**src/hdl/hed_pkg.sv**
```systemverilog
// Package for the character entity decoder: transaction types, entity table and limits.
// Depends on nothing; every other file of the block refers to it by scoped names.
`default_nettype none

package hed_pkg;

	localparam int ENT_COUNT   = 7;
	localparam int HOLD_MAX    = 5;
	localparam int MAX_RESULTS = 6;

	typedef logic [7:0] byte_t;
	typedef logic [2:0] count_t;
	typedef logic [ENT_COUNT-1:0] ent_mask_t;

	localparam byte_t AMP = 8'h26;

	typedef struct packed {
		logic [7:0] in_byte;
		logic       end_of_text;
	} item_t;

	typedef struct packed {
		logic [7:0] out_byte;
		logic       out_last;
	} result_t;

	// Results released by one input transaction, entry zero first.
	typedef struct packed {
		count_t                       count;
		byte_t [MAX_RESULTS-1:0]      bytes;
		logic                         last;
	} emit_t;

	localparam byte_t ENT_TEXT [ENT_COUNT][MAX_RESULTS] = '{
		'{8'h26, 8'h23, 8'h78, 8'h32, 8'h62, 8'h3b},
		'{8'h26, 8'h23, 8'h78, 8'h33, 8'h64, 8'h3b},
		'{8'h26, 8'h6c, 8'h74, 8'h3b, 8'h00, 8'h00},
		'{8'h26, 8'h67, 8'h74, 8'h3b, 8'h00, 8'h00},
		'{8'h26, 8'h61, 8'h6d, 8'h70, 8'h3b, 8'h00},
		'{8'h26, 8'h61, 8'h70, 8'h6f, 8'h73, 8'h3b},
		'{8'h26, 8'h71, 8'h75, 8'h6f, 8'h74, 8'h3b}
	};

	localparam count_t ENT_LEN [ENT_COUNT] = '{
		3'd6, 3'd6, 3'd4, 3'd4, 3'd5, 3'd6, 3'd6
	};

	localparam byte_t ENT_VALUE [ENT_COUNT] = '{
		8'h2b, 8'h3d, 8'h3c, 8'h3e, 8'h26, 8'h27, 8'h22
	};

endpackage

`default_nettype wire

```
**src/hdl/hed_decode.sv**
```systemverilog
// Entity matcher: holds the bytes of a partial entity and decides what one transaction releases.
// Depends on hed_pkg for the entity table and the transaction types.
`default_nettype none

module hed_decode (
	input  wire logic           clk,
	input  wire logic           arst_n,
	input  wire logic           step,
	input  wire hed_pkg::item_t item,
	output hed_pkg::emit_t      emit
);

	hed_pkg::byte_t     held_q [hed_pkg::HOLD_MAX];
	hed_pkg::count_t    cnt_q;
	hed_pkg::ent_mask_t alive_q;

	hed_pkg::ent_mask_t alive_next;
	hed_pkg::count_t    cnt_inc;
	hed_pkg::byte_t     full_value;
	hed_pkg::byte_t     b;
	logic               full_hit;
	logic               prefix_hit;
	logic               is_amp;
	logic               end_flag;
	logic [hed_pkg::HOLD_MAX-1:0] held_we;

	assign b        = item.in_byte;
	assign end_flag = item.end_of_text;
	assign is_amp   = (b == hed_pkg::AMP);
	assign cnt_inc  = hed_pkg::count_t'(cnt_q + 3'd1);

	always_comb begin
		alive_next = '0;
		full_hit   = 1'b0;
		prefix_hit = 1'b0;
		full_value = '0;
		for (int e = 0; e < hed_pkg::ENT_COUNT; e++) begin
			if (alive_q[e] && (hed_pkg::ENT_LEN[e] > cnt_q) &&
			    (hed_pkg::ENT_TEXT[e][cnt_q] == b)) begin
				alive_next[e] = 1'b1;
			end
		end
		for (int e = 0; e < hed_pkg::ENT_COUNT; e++) begin
			if (alive_next[e] && (hed_pkg::ENT_LEN[e] == cnt_inc)) begin
				full_hit   = 1'b1;
				full_value = hed_pkg::ENT_VALUE[e];
			end
			if (alive_next[e] && (hed_pkg::ENT_LEN[e] > cnt_inc)) begin
				prefix_hit = 1'b1;
			end
		end
	end

	// The released bytes are the held bytes followed by the new byte, unless a whole entity
	// was matched, a longer entity is still possible, or a new ampersand restarts the prefix.
	always_comb begin
		emit.last = end_flag;
		for (int k = 0; k < hed_pkg::HOLD_MAX; k++) begin
			emit.bytes[k] = (hed_pkg::count_t'(k) < cnt_q) ? held_q[k] : b;
		end
		emit.bytes[hed_pkg::MAX_RESULTS-1] = b;
		priority if (full_hit) begin
			emit.count    = 3'd1;
			emit.bytes[0] = full_value;
		end else if (end_flag) begin
			emit.count = cnt_inc;
		end else if (prefix_hit) begin
			emit.count = '0;
		end else begin
			emit.count = hed_pkg::count_t'(cnt_q + {2'b00, !is_amp});
		end
	end

	always_comb begin
		held_we = '0;
		if (step && !full_hit && !end_flag) begin
			if (prefix_hit) begin
				for (int k = 0; k < hed_pkg::HOLD_MAX; k++) begin
					held_we[k] = (hed_pkg::count_t'(k) == cnt_q);
				end
			end else if (is_amp) begin
				held_we[0] = 1'b1;
			end
		end
	end

	always_ff @(posedge clk) begin
		for (int k = 0; k < hed_pkg::HOLD_MAX; k++) begin
			if (held_we[k]) begin
				held_q[k] <= b;
			end
		end
	end

	always_ff @(posedge clk or negedge arst_n) begin
		if (!arst_n) begin
			cnt_q   <= '0;
			alive_q <= '0;
		end else if (step) begin
			priority if (full_hit || end_flag) begin
				cnt_q   <= '0;
				alive_q <= '0;
			end else if (prefix_hit) begin
				cnt_q   <= cnt_inc;
				alive_q <= alive_next;
			end else if (is_amp) begin
				cnt_q   <= 3'd1;
				alive_q <= '1;
			end else begin
				cnt_q   <= '0;
				alive_q <= '0;
			end
		end
	end

endmodule

`default_nettype wire

```
**src/hdl/hed_outbuf.sv**
```systemverilog
// Result buffer: takes one transaction's bytes, sends them one per cycle unless stalled.
// Depends on hed_pkg for the emit and result types.
`default_nettype none

module hed_outbuf (
	input  wire logic           clk,
	input  wire logic           arst_n,
	input  wire logic           load,
	input  wire hed_pkg::emit_t emit,
	output logic                can_load,
	output logic                result_valid,
	input  wire logic           result_stall,
	output hed_pkg::result_t    result
);

	hed_pkg::byte_t  buf_q [hed_pkg::MAX_RESULTS];
	hed_pkg::count_t cnt_q;
	logic            last_q;
	logic            take;

	assign result_valid    = (cnt_q != '0);
	assign take            = result_valid && !result_stall;
	assign can_load        = (cnt_q == '0) || ((cnt_q == 3'd1) && take);
	assign result.out_byte = buf_q[0];
	assign result.out_last = last_q && (cnt_q == 3'd1);

	always_ff @(posedge clk or negedge arst_n) begin
		if (!arst_n) begin
			cnt_q  <= '0;
			last_q <= 1'b0;
		end else if (load) begin
			cnt_q  <= emit.count;
			last_q <= emit.last;
		end else if (take) begin
			cnt_q  <= hed_pkg::count_t'(cnt_q - 3'd1);
		end
	end

	always_ff @(posedge clk) begin
		if (load) begin
			for (int k = 0; k < hed_pkg::MAX_RESULTS; k++) begin
				buf_q[k] <= emit.bytes[k];
			end
		end else if (take) begin
			for (int k = 0; k < hed_pkg::MAX_RESULTS - 1; k++) begin
				buf_q[k] <= buf_q[k+1];
			end
		end
	end

endmodule

`default_nettype wire

```
**src/hdl/html_entity_decoder_core.sv**
```systemverilog
// Top level of the character entity decoder: input register, matcher and result buffer.
// Depends on hed_pkg, hed_decode and hed_outbuf.
//
// Usage: text bytes enter on the item channel (item_valid, item_stall, item), one byte per
// transaction, with end_of_text set on the final byte of a string. Decoded bytes leave on
// the result channel (result_valid, result_stall, result); out_last marks the final byte
// of a string. Seven entities are replaced by their single byte, everything else passes.
// A transaction passes through the input register and, when the result buffer is free,
// is loaded into the result buffer, which offers its first result.
// Throughput: one transaction per cycle while each one releases at most one result and
// the receiver does not stall. A transaction that releases n results (a mismatch or the
// end of a string flushes up to five held bytes plus the new one) holds the result channel
// until all n are taken, and the input register takes one more transaction meanwhile. The
// six-entry result buffer is reloaded only once its last entry is being taken.
// Reset clears the input register, the held entity prefix and the result buffer.
// While the receiver stalls, the current result holds and item_stall rises once the input
// register is occupied.
`default_nettype none

module html_entity_decoder_core (
	input  wire logic             clk,
	input  wire logic             arst_n,
	input  wire logic             item_valid,
	output logic                  item_stall,
	input  wire hed_pkg::item_t   item,
	output logic                  result_valid,
	input  wire logic             result_stall,
	output hed_pkg::result_t      result
);

	logic             valid_s1;
	hed_pkg::item_t   item_s1;
	logic             can_load;
	logic             advance;
	hed_pkg::emit_t   emit;

	assign advance    = valid_s1 && can_load;
	assign item_stall = valid_s1 && !can_load;

	always_ff @(posedge clk or negedge arst_n) begin
		if (!arst_n) begin
			valid_s1 <= 1'b0;
		end else if (item_valid && !item_stall) begin
			valid_s1 <= 1'b1;
		end else if (advance) begin
			valid_s1 <= 1'b0;
		end
	end

	always_ff @(posedge clk) begin
		if (item_valid && !item_stall) begin
			item_s1 <= item;
		end
	end

	hed_decode u_decode (
		.clk    (clk),
		.arst_n (arst_n),
		.step   (advance),
		.item   (item_s1),
		.emit   (emit)
	);

	hed_outbuf u_outbuf (
		.clk          (clk),
		.arst_n       (arst_n),
		.load         (advance),
		.emit         (emit),
		.can_load     (can_load),
		.result_valid (result_valid),
		.result_stall (result_stall),
		.result       (result)
	);

	a_stall_only_when_busy: assert property (@(posedge clk) disable iff (!arst_n)
		item_stall |-> result_valid)
		else $error("Input stalled while the result buffer is empty.");

	a_end_gives_result: assert property (@(posedge clk) disable iff (!arst_n)
		(advance && item_s1.end_of_text) |=> result_valid)
		else $error("End of text produced no result.");

	a_last_has_count: assert property (@(posedge clk) disable iff (!arst_n)
		(advance && item_s1.end_of_text) |-> (emit.count != '0))
		else $error("End of text released an empty result set.");

endmodule

`default_nettype wire

```
**config.mk**
```make
export PLATFORM = sky130hd
export DESIGN_NAME = html_entity_decoder_core
export DESIGN_NICKNAME = d
export VERILOG_FILES = /design/src/hdl/hed_pkg.sv /design/src/hdl/hed_decode.sv /design/src/hdl/hed_outbuf.sv /design/src/hdl/html_entity_decoder_core.sv
export SDC_FILE = /design/constraint.sdc
export NUM_CORES = 1
export LEC_CHECK = 0
export ABC_AREA = 1
export BUFFER_PORTS_ARGS = -buffer_cell sky130_fd_sc_hd__buf_2
export CORE_MARGIN = 2
export CORE_UTILIZATION = 45
export DETAILED_ROUTE_END_ITERATION = 8
export SETUP_SLACK_MARGIN = 0.4
export SLEW_MARGIN = 20
export SYNTH_ARGS = -nofsm -noshare
export SYNTH_HDL_FRONTEND = slang
export SYNTH_SLANG_ARGS = --single-unit
```
**constraint.sdc**
```tcl
create_clock -name clk -period 8.85 [get_ports clk]
set_input_delay 2.655 -clock clk [delete_from_list [all_inputs] [get_ports clk]]
set_output_delay 2.655 -clock clk [all_outputs]
set_load 0.03 [all_outputs]
```
==> impl_metrics.json, run 1 <==
{
  "fill_cells": 1338,
  "cp-end-kind": "output port",
  "wl_met2_mm": 7.03,
  "syn_area_mm2": 0.00637,
  "synth.avg_cell_area_um2": 8.50,
  "portBuffers": 23,
  "gp_congestion": 0.983,
  "leakagePower_uw": 0.00292,
  "wl_met1_mm": 6.98,
  "cts_buffers": 9,
  "grt_max_degree": 66,
  "dieWidth_um": 123,
  "p_seq_share_pct": 49.9,
  "cp_data_arrival_time_ns": 3.19,
  "max-slew-margin-rel_pct": 29.1,
  "setup_ws_ns": 3.00,
  "clkPwrFrac_pct": 23.5,
  "viasPerCell": 5.38,
  "grt_usage_pct": 21.7,
  "cts_tree": "done",
  "startpoint": "result_stall",
  "num_vias": 5021,
  "area_delta_synth_final_pct": 6.23,
  "worstMarginPinSlew_ns": 1.06,
  "crit_path_end": "item_stall",
  "drv_cap": 0,
  "drt_wl_total_mm": 15.3,
  "cts_resized": 0,
  "ys_seq_area_share_pct": 51.6,
  "drive_above_1_share_pct": 10.7,
  "num_io_pins": 24,
  "path_max_fanout": 2,
  "wl_met3_mm": 1.02,
  "clockRootBuffer": "clkbuf_16",
  "final_common_cell": "nand2_1",
  "r2r_slack_ns": 4.64,
  "ir_drop_mv": 0.173,
  "period_needed_ns": 5.85,
  "intPower_uw": 1050,
  "required_ns": 6.20,
  "synth-seq-cells": 112,
  "antenna_found_initial": 0,
  "first_pass_iters": 5,
  "reg2regPathDepth": 16,
  "worstSetupStartpointType": "input pin",
  "ys.warnings.count": 0,
  "swShare_pct": 33.9,
  "cts_sinks": 112,
  "multiInputGateArea_mm2": 0.00261,
  "fin_skew_ns": 0.00754,
  "cts_post_setup_buffers_inserted": 0,
  "initial_core_util_pct": 46.1,
  "clock_latency_ns": 0.35,
  "rsz0062_at_grt": "false",
  "clock_path_buffers": 2,
  "die-area_mm2": 0.0151,
  "rows": 43,
  "slew_violations": 0,
  "min_path_type": "register to register",
  "ys_types": 34,
  "core-area_mm2": 0.0138,
  "grt-ovfl-total": 0,
  "p_total_uw": 1590,
  "path_clk_slew_ns": 0.07,
  "critPathMostFrequentCell": "buf_2",
  "r2r-end": "u_decode.held_q[0][1]$_DFFE_PP_",
  "critPathKind": "input pin to output port",
  "hold_buffers": 0,
  "drcViolationCount": 0,
  "fin_nets": 777,
  "outcome": "completed",
  "pwr-share-comb_pct": 26.6,
  "layout_common_cells": "231 x nand2_1, 97 x edfxtp_1, 93 x nor2_1",
  "post-place-ws_ns": 3.00,
  "drtIter0Drc": 462,
  "hpwl_mm": 10.7,
  "n_antenna_cell": 0,
  "powerDensity_mw_per_mm2": 234,
  "fmax_ghz": 0.171,
  "routed.top_layer": "met4",
  "setup_viol": 0,
  "syn_nets": 776,
  "reg2reg_from": "u_decode.cnt_q[0]$_DFFE_PN0P_",
  "crit_path_max_incr_delay_ns": 0.18,
  "grt_pass1_wl_mm": 24.9,
  "htree_levels": 3,
  "holdWs_ns": 0.488,
  "finalCritPeriodShare_pct": 66.0,
  "slowest_stage": "buf_2",
  "hold_viol": 0,
  "tns_ns": 0,
  "p_switching_uw": 538,
  "regArea_mm2": 0.00329,
  "die_h_um": 123,
  "first_global_vias": 4750,
  "worstPathCellList": "buf_2, o21ai_1, nor2_1, buf_2",
  "wl_per_cell_um": 16.4,
  "ant_nets": 0,
  "postSynthCellCount": 749
}
per-stage QoR:
| stage | cells | area [um2] | utilization, % |
|---|---|---|---|
| floorplan | 749 | 6370 | - |
| global placement | 919 | 6490 | 47.0 |
| detailed placement | 919 | 6490 | 47.0 |
| CTS | 934 | 6760 | 48.9 |
| global route | 934 | 6770 | 48.9 |
| finish | 934 | 6770 | 48.9 |
sequential cells by signal (all words and copies together) (netlist names):
| name | count |
|---|---|
| u_outbuf.buf_q | 48 |
| u_decode.held_q | 40 |
| item_s1 | 9 |
| u_decode.alive_q | 7 |
| u_decode.cnt_q | 3 |
| u_outbuf.cnt_q | 3 |
| u_outbuf.last_q | 1 |
| valid_s1 | 1 |
synth_stat cells:
cell,instances,area [um2]
nand2_1,231,867
o21bai_2,1,11.3
o211a_1,1,10.0
buf_6,7,78.8
nor2_1,94,353
nor2_8,1,20.0
clkbuf_1,5,18.8
ha_1,14,175
o21ai_0,27,135
o21bai_1,2,15.0
inv_1,48,180
nor3_1,6,30.0
nand3_1,74,370
nand4_1,8,50.1
a31oi_1,28,175
o22ai_1,5,31.3
inv_2,6,22.5
a21oi_1,12,60.1
inv_4,1,6.26
nand3_2,4,40.0
nor4_1,1,6.26
buf_2,15,75.1
edfxtp_1,97,2910
nor2_4,2,22.5
nand2_4,5,56.3
nor2_2,6,37.5
nand3b_1,2,15.0
nand2_2,8,50.1
xor2_1,3,26.3
clkinv_1,2,7.51
nor3_2,3,30.0
o21ai_1,3,15.0
dfrtp_1,15,375
buf_4,12,90.1
per-layer routing:
layer,up-vias,GRT usage (%)
met5,-,0
met4,0,7.10
met3,22,4.70
met2,151,34.3
met1,2354,30.0
li1,2494,-
worst min-delay path by stage:
stage	startpoint	endpoint	slack, ns	cells past startpoint
detailed placement	u_decode.alive_q[6]$_DFFE_PN0P_	u_decode.alive_q[6]$_DFFE_PN0P_	0.47	2
global placement	u_decode.alive_q[5]$_DFFE_PN0P_	u_decode.alive_q[5]$_DFFE_PN0P_	0.47	2
global route	u_decode.alive_q[6]$_DFFE_PN0P_	u_decode.alive_q[6]$_DFFE_PN0P_	0.51	2
finish	u_decode.alive_q[6]$_DFFE_PN0P_	u_decode.alive_q[6]$_DFFE_PN0P_	0.49	2
floorplan	u_decode.alive_q[4]$_DFFE_PN0P_	u_decode.alive_q[4]$_DFFE_PN0P_	0.45	2
CTS	u_decode.alive_q[6]$_DFFE_PN0P_	u_decode.alive_q[6]$_DFFE_PN0P_	0.49	2
power by group through the flow:
stage / clock network, uW / registers, uW / logic, uW
2_1_floorplan: 0 / 776 / 347
3_3_place_gp: 0 / 801 / 413
3_5_place_dp: 0 / 805 / 422
4_1_cts: 382 / 794 / 425
5_1_grt: 404 / 804 / 481
6_report: 373 / 792 / 422
logic make-up after synthesis:
logic type | Yosys count | share of synthesized area (%)
xor gates and xnor gates | 3 | 0.413
buffers and inverters | 96 | 7.52
adders and majority gates | 14 | 2.75
and+or+nand+nor | 445 | 30.6
AOI/OAI and AO/OA | 79 | 7.11
DFF | 112 | 51.6
critical path: cells and delay by family:
| kind | cells | cell delay (ns) |
|---|---|---|
| AO/OA/AOI/OAI | 1 | 0.17 |
| buffers and inverters | 2 | 0.28 |
| AND/OR/NAND/NOR | 1 | 0.08 |
layout make-up:
type | instances | share of cell area (%)
timing repair buffer | 29 | 2.37
multi-input combinational | 541 | 38.5
tap | 180 | 3.33
inverter | 57 | 3.20
sequential | 112 | 48.6
clock inverter | 6 | 0.684
clock buffer | 9 | 3.33
(Power assumes the default switching activity.)
==> run 2, diff against run 1 <==
--- a/config.mk
+++ b/config.mk
@@ -5,7 +5,7 @@
 export SDC_FILE = /design/constraint.sdc
 export NUM_CORES = 1
 export LEC_CHECK = 0
-export ABC_AREA = 1
+export ABC_AREA = 0
 export BUFFER_PORTS_ARGS = -buffer_cell sky130_fd_sc_hd__buf_2
 export CORE_MARGIN = 2
 export CORE_UTILIZATION = 45
==> constraint.sdc (replaced) <==
create_clock -name clk -period 5.35 [get_ports clk]
set_input_delay 1.605 -clock clk [delete_from_list [all_inputs] [get_ports clk]]
set_output_delay 1.605 -clock clk [all_outputs]
set_load 0.03 [all_outputs]
==> run 2 against run 1 <==
Compared with the run above:
- cell count shrank 23%
- clock skew about the same
- first-iteration DRC count is 0.43% lower
- power up 92%
- sequential power grew 87%
- hold slack worse by 0.0052 ns
- global-route usage down 1.8 points
- synthesized cell count down 28%
- core utilization increased by 0.85 points
- final area is 2.6% lower
- die area fell by 4.1%
- routed wire length shrank 11%
- critical path type is now register to register
- largest power group unchanged
==> impl_metrics.json, run 2 <==
{
  "outcome": "completed",
  "path_max_fanout": 16,
  "grt_max_degree": 41,
  "ys_seq_area_share_pct": 53.9,
  "yosysTopAreaCellShare_pct": 47.7,
  "top_regs": "u_outbuf.buf_q x48, u_decode.held_q x40, item_s1 x9",
  "slowest_stage": "ha_1",
  "core-area_mm2": 0.0132,
  "yosys.area.top_type": "edfxtp_1",
  "die_h_um": 120,
  "synthArstFlopShare_pct": 13.4,
  "wl_per_cell_um": 18.9,
  "n_antenna_cell": 0,
  "worstSetupStartpointType": "register",
  "worstHoldStart": "u_outbuf.last_q$_DFFE_PN0P_",
  "cts_buffers": 9,
  "cp.depth": 10,
  "ant_nets": 0,
  "drt_wl_total_mm": 13.7,
  "cp-end-kind": "register",
  "leakagePower_uw": 0.00257,
  "syn_nets": 565,
  "cts_tree": "done",
  "crit_path_end": "u_decode.held_q[0][5]$_DFFE_PP_",
  "antenna_found_initial": 0,
  "portBuffers": 23,
  "reg2regPathDepth": 10,
  "hpwl_mm": 8.98,
  "reg2reg_from": "u_decode.cnt_q[0]$_DFFE_PN0P_",
  "largest_reg_flops": 48,
  "max-slew-margin-rel_pct": 27.9,
  "fill_cells": 1197,
  "ys_types": 72,
  "synth_xor_area_share_pct": 3.45,
  "first_pass_iters": 5,
  "syn_area_mm2": 0.00610,
  "worstPathCellList": "inv_1, ha_1, o21ai_0, or4_1, a211o_1, a21oi_4, nor3_2, o2111a_1, a211o_1, a21oi_1",
  "path_clk_slew_ns": 0.07,
  "pwr-share-comb_pct": 29.6,
  "synth.mux.area_fraction_pct": 6.48,
  "powerDensity_mw_per_mm2": 463,
  "ir_drop_mv": 0.292,
  "cp_num_buf_inv": 1,
  "initial_core_util_pct": 46.1,
  "p_seq_share_pct": 48.5,
  "final_common_cell": "edfxtp_1",
  "hold_viol": 0,
  "required_ns": 5.33,
  "viasPerCell": 5.69,
  "tns_ns": 0,
  "cp_data_arrival_time_ns": 4.28,
  "r2r-end": "u_decode.held_q[0][5]$_DFFE_PP_",
  "fin_nets": 569,
  "fmax_ghz": 0.233,
  "synth_adder_area_share_pct": 2.87,
  "grt_usage_pct": 20.0,
  "clock_path_buffers": 2,
  "dominantRegCellSynth": "edfxtp_1",
  "yosys.area_share.simple_pct": 13.4,
  "crit_path_max_incr_delay_ns": 0.70,
  "rows": 42,
  "clockRootBuffer": "clkbuf_16",
  "p_switching_uw": 1070,
  "synth-seq-cells": 112,
  "critPathMostFrequentCell": "a211o_1",
  "setup_viol": 0,
  "synth_compound_area_share_pct": 14.7,
  "cts_resized": 0,
  "grt-ovfl-total": 0,
  "startpoint": "u_decode.cnt_q[0]$_DFFE_PN0P_",
  "postSynthCellCount": 538,
  "swShare_pct": 35.1,
  "layout_common_cells": "97 x edfxtp_1, 64 x nand2_1, 44 x o21ai_0",
  "top_register": "u_outbuf.buf_q",
  "clkPwrFrac_pct": 21.9,
  "cp_top_family": "compound AO/OA/AOI/OAI gates",
  "period_needed_ns": 4.30,
  "drtIter0Drc": 460,
  "intPower_uw": 1980,
  "die-area_mm2": 0.0145,
  "gp_congestion": 0.945,
  "synth_common_cells": "97 x edfxtp_1, 64 x nand2_1, 44 x o21ai_0, 35 x mux2i_1, 25 x a21oi_1",
  "synth_most_common_cell": "edfxtp_1",
  "grt_pass1_wl_mm": 22.1,
  "ys.warnings.count": 0,
  "drv_cap": 0,
  "min_path_type": "register to register",
  "synthTopCellsByArea": "edfxtp_1 48%, dfrtp_1 6.2%, mux2i_1 5.7%",
  "worstMarginPinSlew_ns": 1.08,
  "num_io_pins": 24,
  "r2r_slack_ns": 1.05,
  "synth_edf_count": 97,
  "first_global_vias": 3993,
  "cts_post_setup_buffers_inserted": 0,
  "slew_violations": 0,
  "hold_buffers": 0,
  "finalCritPeriodShare_pct": 80.4,
  "clock_latency_ns": 0.35,
  "synth_top_family_by_area": "compound AO/OA/AOI/OAI gates",
  "cts_sinks": 112,
  "rsz0062_at_grt": "false",
  "drive_above_1_share_pct": 13.2,
  "synth.avg_cell_area_um2": 11.3,
  "area_delta_synth_final_pct": 8.06,
  "critPathKind": "register to register",
  "fin_skew_ns": 0.00744,
  "fin_util_pct": 49.8,
  "htree_levels": 3,
  "dieWidth_um": 120,
  "num_vias": 4116,
  "drcViolationCount": 0
}
==> run 2: final cells by class <==
type / instances / area, um2 / area share [%]
Clock buffer: 11 / 233 / 3.53
Clock inverter: 5 / 56.3 / 0.854
Inverter: 15 / 56.3 / 0.854
Multi-Input combinational cell: 367 / 2500 / 37.9
Sequential cell: 112 / 3290 / 49.9
Tap cell: 176 / 220 / 3.34
Timing Repair Buffer: 37 / 240 / 3.64
==> run 2: worst min path at each step <==
stage                                  end  depth (start not counted)
2_1_floorplan  u_outbuf.last_q$_DFFE_PN0P_                          2
3_3_place_gp   u_outbuf.last_q$_DFFE_PN0P_                          2
3_5_place_dp   u_outbuf.last_q$_DFFE_PN0P_                          2
4_1_cts        u_outbuf.last_q$_DFFE_PN0P_                          2
5_1_grt        u_outbuf.last_q$_DFFE_PN0P_                          2
6_report       u_outbuf.last_q$_DFFE_PN0P_                          2
==> run 2: routing by layer <==
layer | routed length [um] | track usage, % | up-vias
met5 | 0 | 0 | -
met4 | 260 | 7.27 | 0
met3 | 745 | 4.29 | 18
met2 | 6330 | 30.7 | 114
met1 | 6350 | 28.0 | 1987
li1 | - | - | 1997
==> run 2: cell families after synthesis <==
kind of cell | after synthesis
xor+xnor | 24
compound gates | 136
fa+ha+maj | 14
flops | 112
simple gates | 154
mux | 39
buf+inv | 59
==> run 2: tightest hold or removal path, delay by kind of cell (launching register included) <==
family	cells	cell delay, ns
DFF	1	0.34
and+or+nand+nor	2	0.11
==> run 2: stage by stage <==
stage / cell area [um2] / power (uW) / hold slack [ns] / worst slack, ns / cells
floorplan: 6100 / 2140 / 0.439 / 0.738 / 538
global placement: 6280 / 2390 / 0.457 / 1.27 / 706
detailed placement: 6280 / 2410 / 0.469 / 1.14 / 706
CTS: 6570 / 3070 / 0.484 / 1.12 / 722
global route: 6590 / 3240 / 0.503 / 0.823 / 723
finish: 6590 / 3050 / 0.483 / 1.05 / 723
==> run 2: power groups by stage <==
stage	clock, uW	combinational, uW	sequential (uW)
3_3_place_gp	0	885	1500
4_1_cts	685	896	1490
5_1_grt	724	1010	1510
6_report	668	902	1480
3_5_place_dp	0	895	1510
2_1_floorplan	0	733	1410
==> run 3, diff against run 2 <==
--- a/config.mk
+++ b/config.mk
@@ -5,7 +5,7 @@
 export SDC_FILE = /design/constraint.sdc
 export NUM_CORES = 1
 export LEC_CHECK = 0
-export ABC_AREA = 0
+export ABC_AREA = 1
 export BUFFER_PORTS_ARGS = -buffer_cell sky130_fd_sc_hd__buf_2
 export CORE_MARGIN = 2
 export CORE_UTILIZATION = 45
==> constraint.sdc (replaced) <==
create_clock -name clk -period 4.1 [get_ports clk]
set_input_delay 1.23 -clock clk [delete_from_list [all_inputs] [get_ports clk]]
set_output_delay 1.23 -clock clk [all_outputs]
set_load 0.03 [all_outputs]
==> run 3 against run 2 <==
Compared with the run above:
- clock skew hardly changed
- routed wire length is 19% higher
- fmax is 29% higher
- final area is 4.5% higher
==> impl_metrics.json, run 3 (synthesis results as in run 1) <==
{
  "grt_max_degree": 41,
  "fin_util_pct": 49.8,
  "drt_wl_total_mm": 16.3,
  "fin_skew_ns": 0.00704,
  "required_ns": 4.16,
  "critPathKind": "register to register",
  "final_common_cell": "nand2_1",
  "die-area_mm2": 0.0151,
  "finalCritPeriodShare_pct": 81.2,
  "ant_nets": 0,
  "n_antenna_cell": 0,
  "grt_usage_pct": 23.3,
  "area_delta_synth_final_pct": 8.17,
  "viasPerCell": 5.30,
  "cts_tree": "done",
  "slowest_stage": "dfrtp_2",
  "ir_drop_mv": 0.374,
  "drtIter0Drc": 388,
  "holdWs_ns": 0.483,
  "cp-end-kind": "register",
  "cts_buffers": 9,
  "initial_core_util_pct": 46.1,
  "worstMarginPinSlew_ns": 0.660,
  "slew_violations": 0,
  "drcViolationCount": 0,
  "die_h_um": 123,
  "gp_congestion": 0.930,
  "hold_viol": 0,
  "first_pass_iters": 5,
  "multiInputGateArea_mm2": 0.00260,
  "setup_viol": 0,
  "powerDensity_mw_per_mm2": 507,
  "fin_nets": 794,
  "tns_ns": 0,
  "hold_buffers": 0,
  "crit_path_max_incr_delay_ns": 0.52,
  "cts_sinks": 112,
  "worstSetupStartpointType": "register",
  "cts_post_setup_buffers_inserted": 0,
  "grt_pass1_wl_mm": 26.4,
  "rows": 43,
  "clock_path_buffers": 2,
  "largest_reg_flops": 48,
  "rsz0062_at_grt": "false",
  "clockRootBuffer": "clkbuf_16",
  "path_clk_slew_ns": 0.07,
  "worstPathCellList": "inv_2, ha_1, inv_1, nand2_1, nand2_1, nand2_1, nand3_1, nor2_1, nand2_1, nand2_1, o21bai_2, nand2_2, inv_2, nand2_2, nand2_1, nor2_1, buf_4",
  "portBuffers": 23,
  "antenna_found_initial": 0,
  "cp_data_arrival_time_ns": 3.39,
  "hpwl_mm": 11.8,
  "period_needed_ns": 3.33,
  "path_max_fanout": 12,
  "outcome": "completed",
  "critPathMostFrequentCell": "nand2_1",
  "core-area_mm2": 0.0138,
  "num_vias": 5044,
  "drive_above_1_share_pct": 12.6,
  "max-slew-margin-rel_pct": 56.0,
  "top_register": "u_outbuf.buf_q",
  "setup_ws_ns": 0.770,
  "fmax_ghz": 0.300,
  "post-place-ws_ns": 0.679,
  "num_io_pins": 24,
  "htree_levels": 3,
  "wl_per_cell_um": 17.1,
  "layout_common_cells": "231 x nand2_1, 97 x edfxtp_1, 94 x nor2_1",
  "regArea_mm2": 0.00329,
  "min_path_type": "register to register",
  "leakagePower_uw": 0.00300,
  "dieWidth_um": 123,
  "drv_cap": 0,
  "fill_cells": 1313,
  "clock_latency_ns": 0.35,
  "top_regs": "u_outbuf.buf_q x48, u_decode.held_q x40, item_s1 x9",
  "grt-ovfl-total": 0,
  "first_global_vias": 4959
}
run 3: cell count changes in the layout (fill, tap and decap cells not counted), sizes merged, moves of 7 or more:
| cell | before | now |
|---|---|---|
| a21oi | 27 | 12 |
| a31oi | 4 | 28 |
| buf | 37 | 46 |
| inv | 16 | 58 |
| mux2i | 35 | 0 |
| nand2 | 64 | 244 |
| nand2b | 7 | 0 |
| nand3 | 5 | 78 |
| nor2 | 19 | 103 |
| nor2b | 11 | 0 |
| o21ai | 53 | 30 |
| xnor2 | 14 | 0 |
| xor2 | 10 | 3 |
run 3: timing repair:
action | CTS | global route
endpoints found under the hold margin | 0 | 0
resized for setup | 0 | 1
setup endpoints to repair | 0 | 8
run 3: per-stage QoR:
step           std cells  total power [uW]  area (um2)
5_1_grt              952              3710        6890
3_3_place_gp         936              2690        6620
3_5_place_dp         936              2710        6620
2_1_floorplan        749              2420        6370
6_report             952              3490        6890
4_1_cts              952              3520        6890
run 3: power by group:
group | leakage, uW | switching [uW] | internal [uW] | total [uW]
clock network | 0.000132 | 402 | 415 | 817
registers | 0.00110 | 97.3 | 1580 | 1680
logic | 0.00177 | 699 | 296 | 994
total | 0.00300 | 1200 | 2290 | 3490
run 3: critical path: cells and delay by family (launching register included):
| family | cells | cell delay (ns) |
|---|---|---|
| compound gates | 1 | 0.08 |
| buf+inv | 4 | 0.53 |
| simple gates | 11 | 1.44 |
| flops | 1 | 0.52 |
| fa+ha+maj | 1 | 0.47 |
run 3: path summary, 6_finish.rpt:
| path | from | to | slack (ns) | depth (start not counted) |
|---|---|---|---|---|
| min in group asynchronous | arst_n | u_decode.alive_q[5]$_DFFE_PN0P_ | 0.77 | 1 |
| worst max-delay path | u_decode.cnt_q[1]$_DFFE_PN0P_ | u_decode.held_q[0][2]$_DFFE_PP_ | 0.77 | 17 |
| worst min-delay path | u_decode.alive_q[5]$_DFFE_PN0P_ | u_decode.alive_q[5]$_DFFE_PN0P_ | 0.48 | 2 |
| max in group asynchronous | arst_n | u_decode.cnt_q[1]$_DFFE_PN0P_ | 3.05 | 1 |
| worst max register to register | u_decode.cnt_q[1]$_DFFE_PN0P_ | u_decode.held_q[0][2]$_DFFE_PP_ | 0.77 | 17 |
| worst min register to register | u_decode.alive_q[5]$_DFFE_PN0P_ | u_decode.alive_q[5]$_DFFE_PN0P_ | 0.48 | 2 |
run 3: layer usage:
layer	share of wire (%)	wire, um	track usage [%]
met3	6.0	970	3.41
met1	47	7650	32.8
met4	2.7	447	10.3
met2	44	7190	35.9
met5	0	0	0
run 3: final cells by class:
class / count / area share (%)
clock inverter: 6 / 0.581
clock buffer: 10 / 3.32
tap: 180 / 3.27
sequential: 112 / 47.7
timing repair buffer: 46 / 4.18
multi-input combinational: 541 / 37.8
inverter: 57 / 3.14
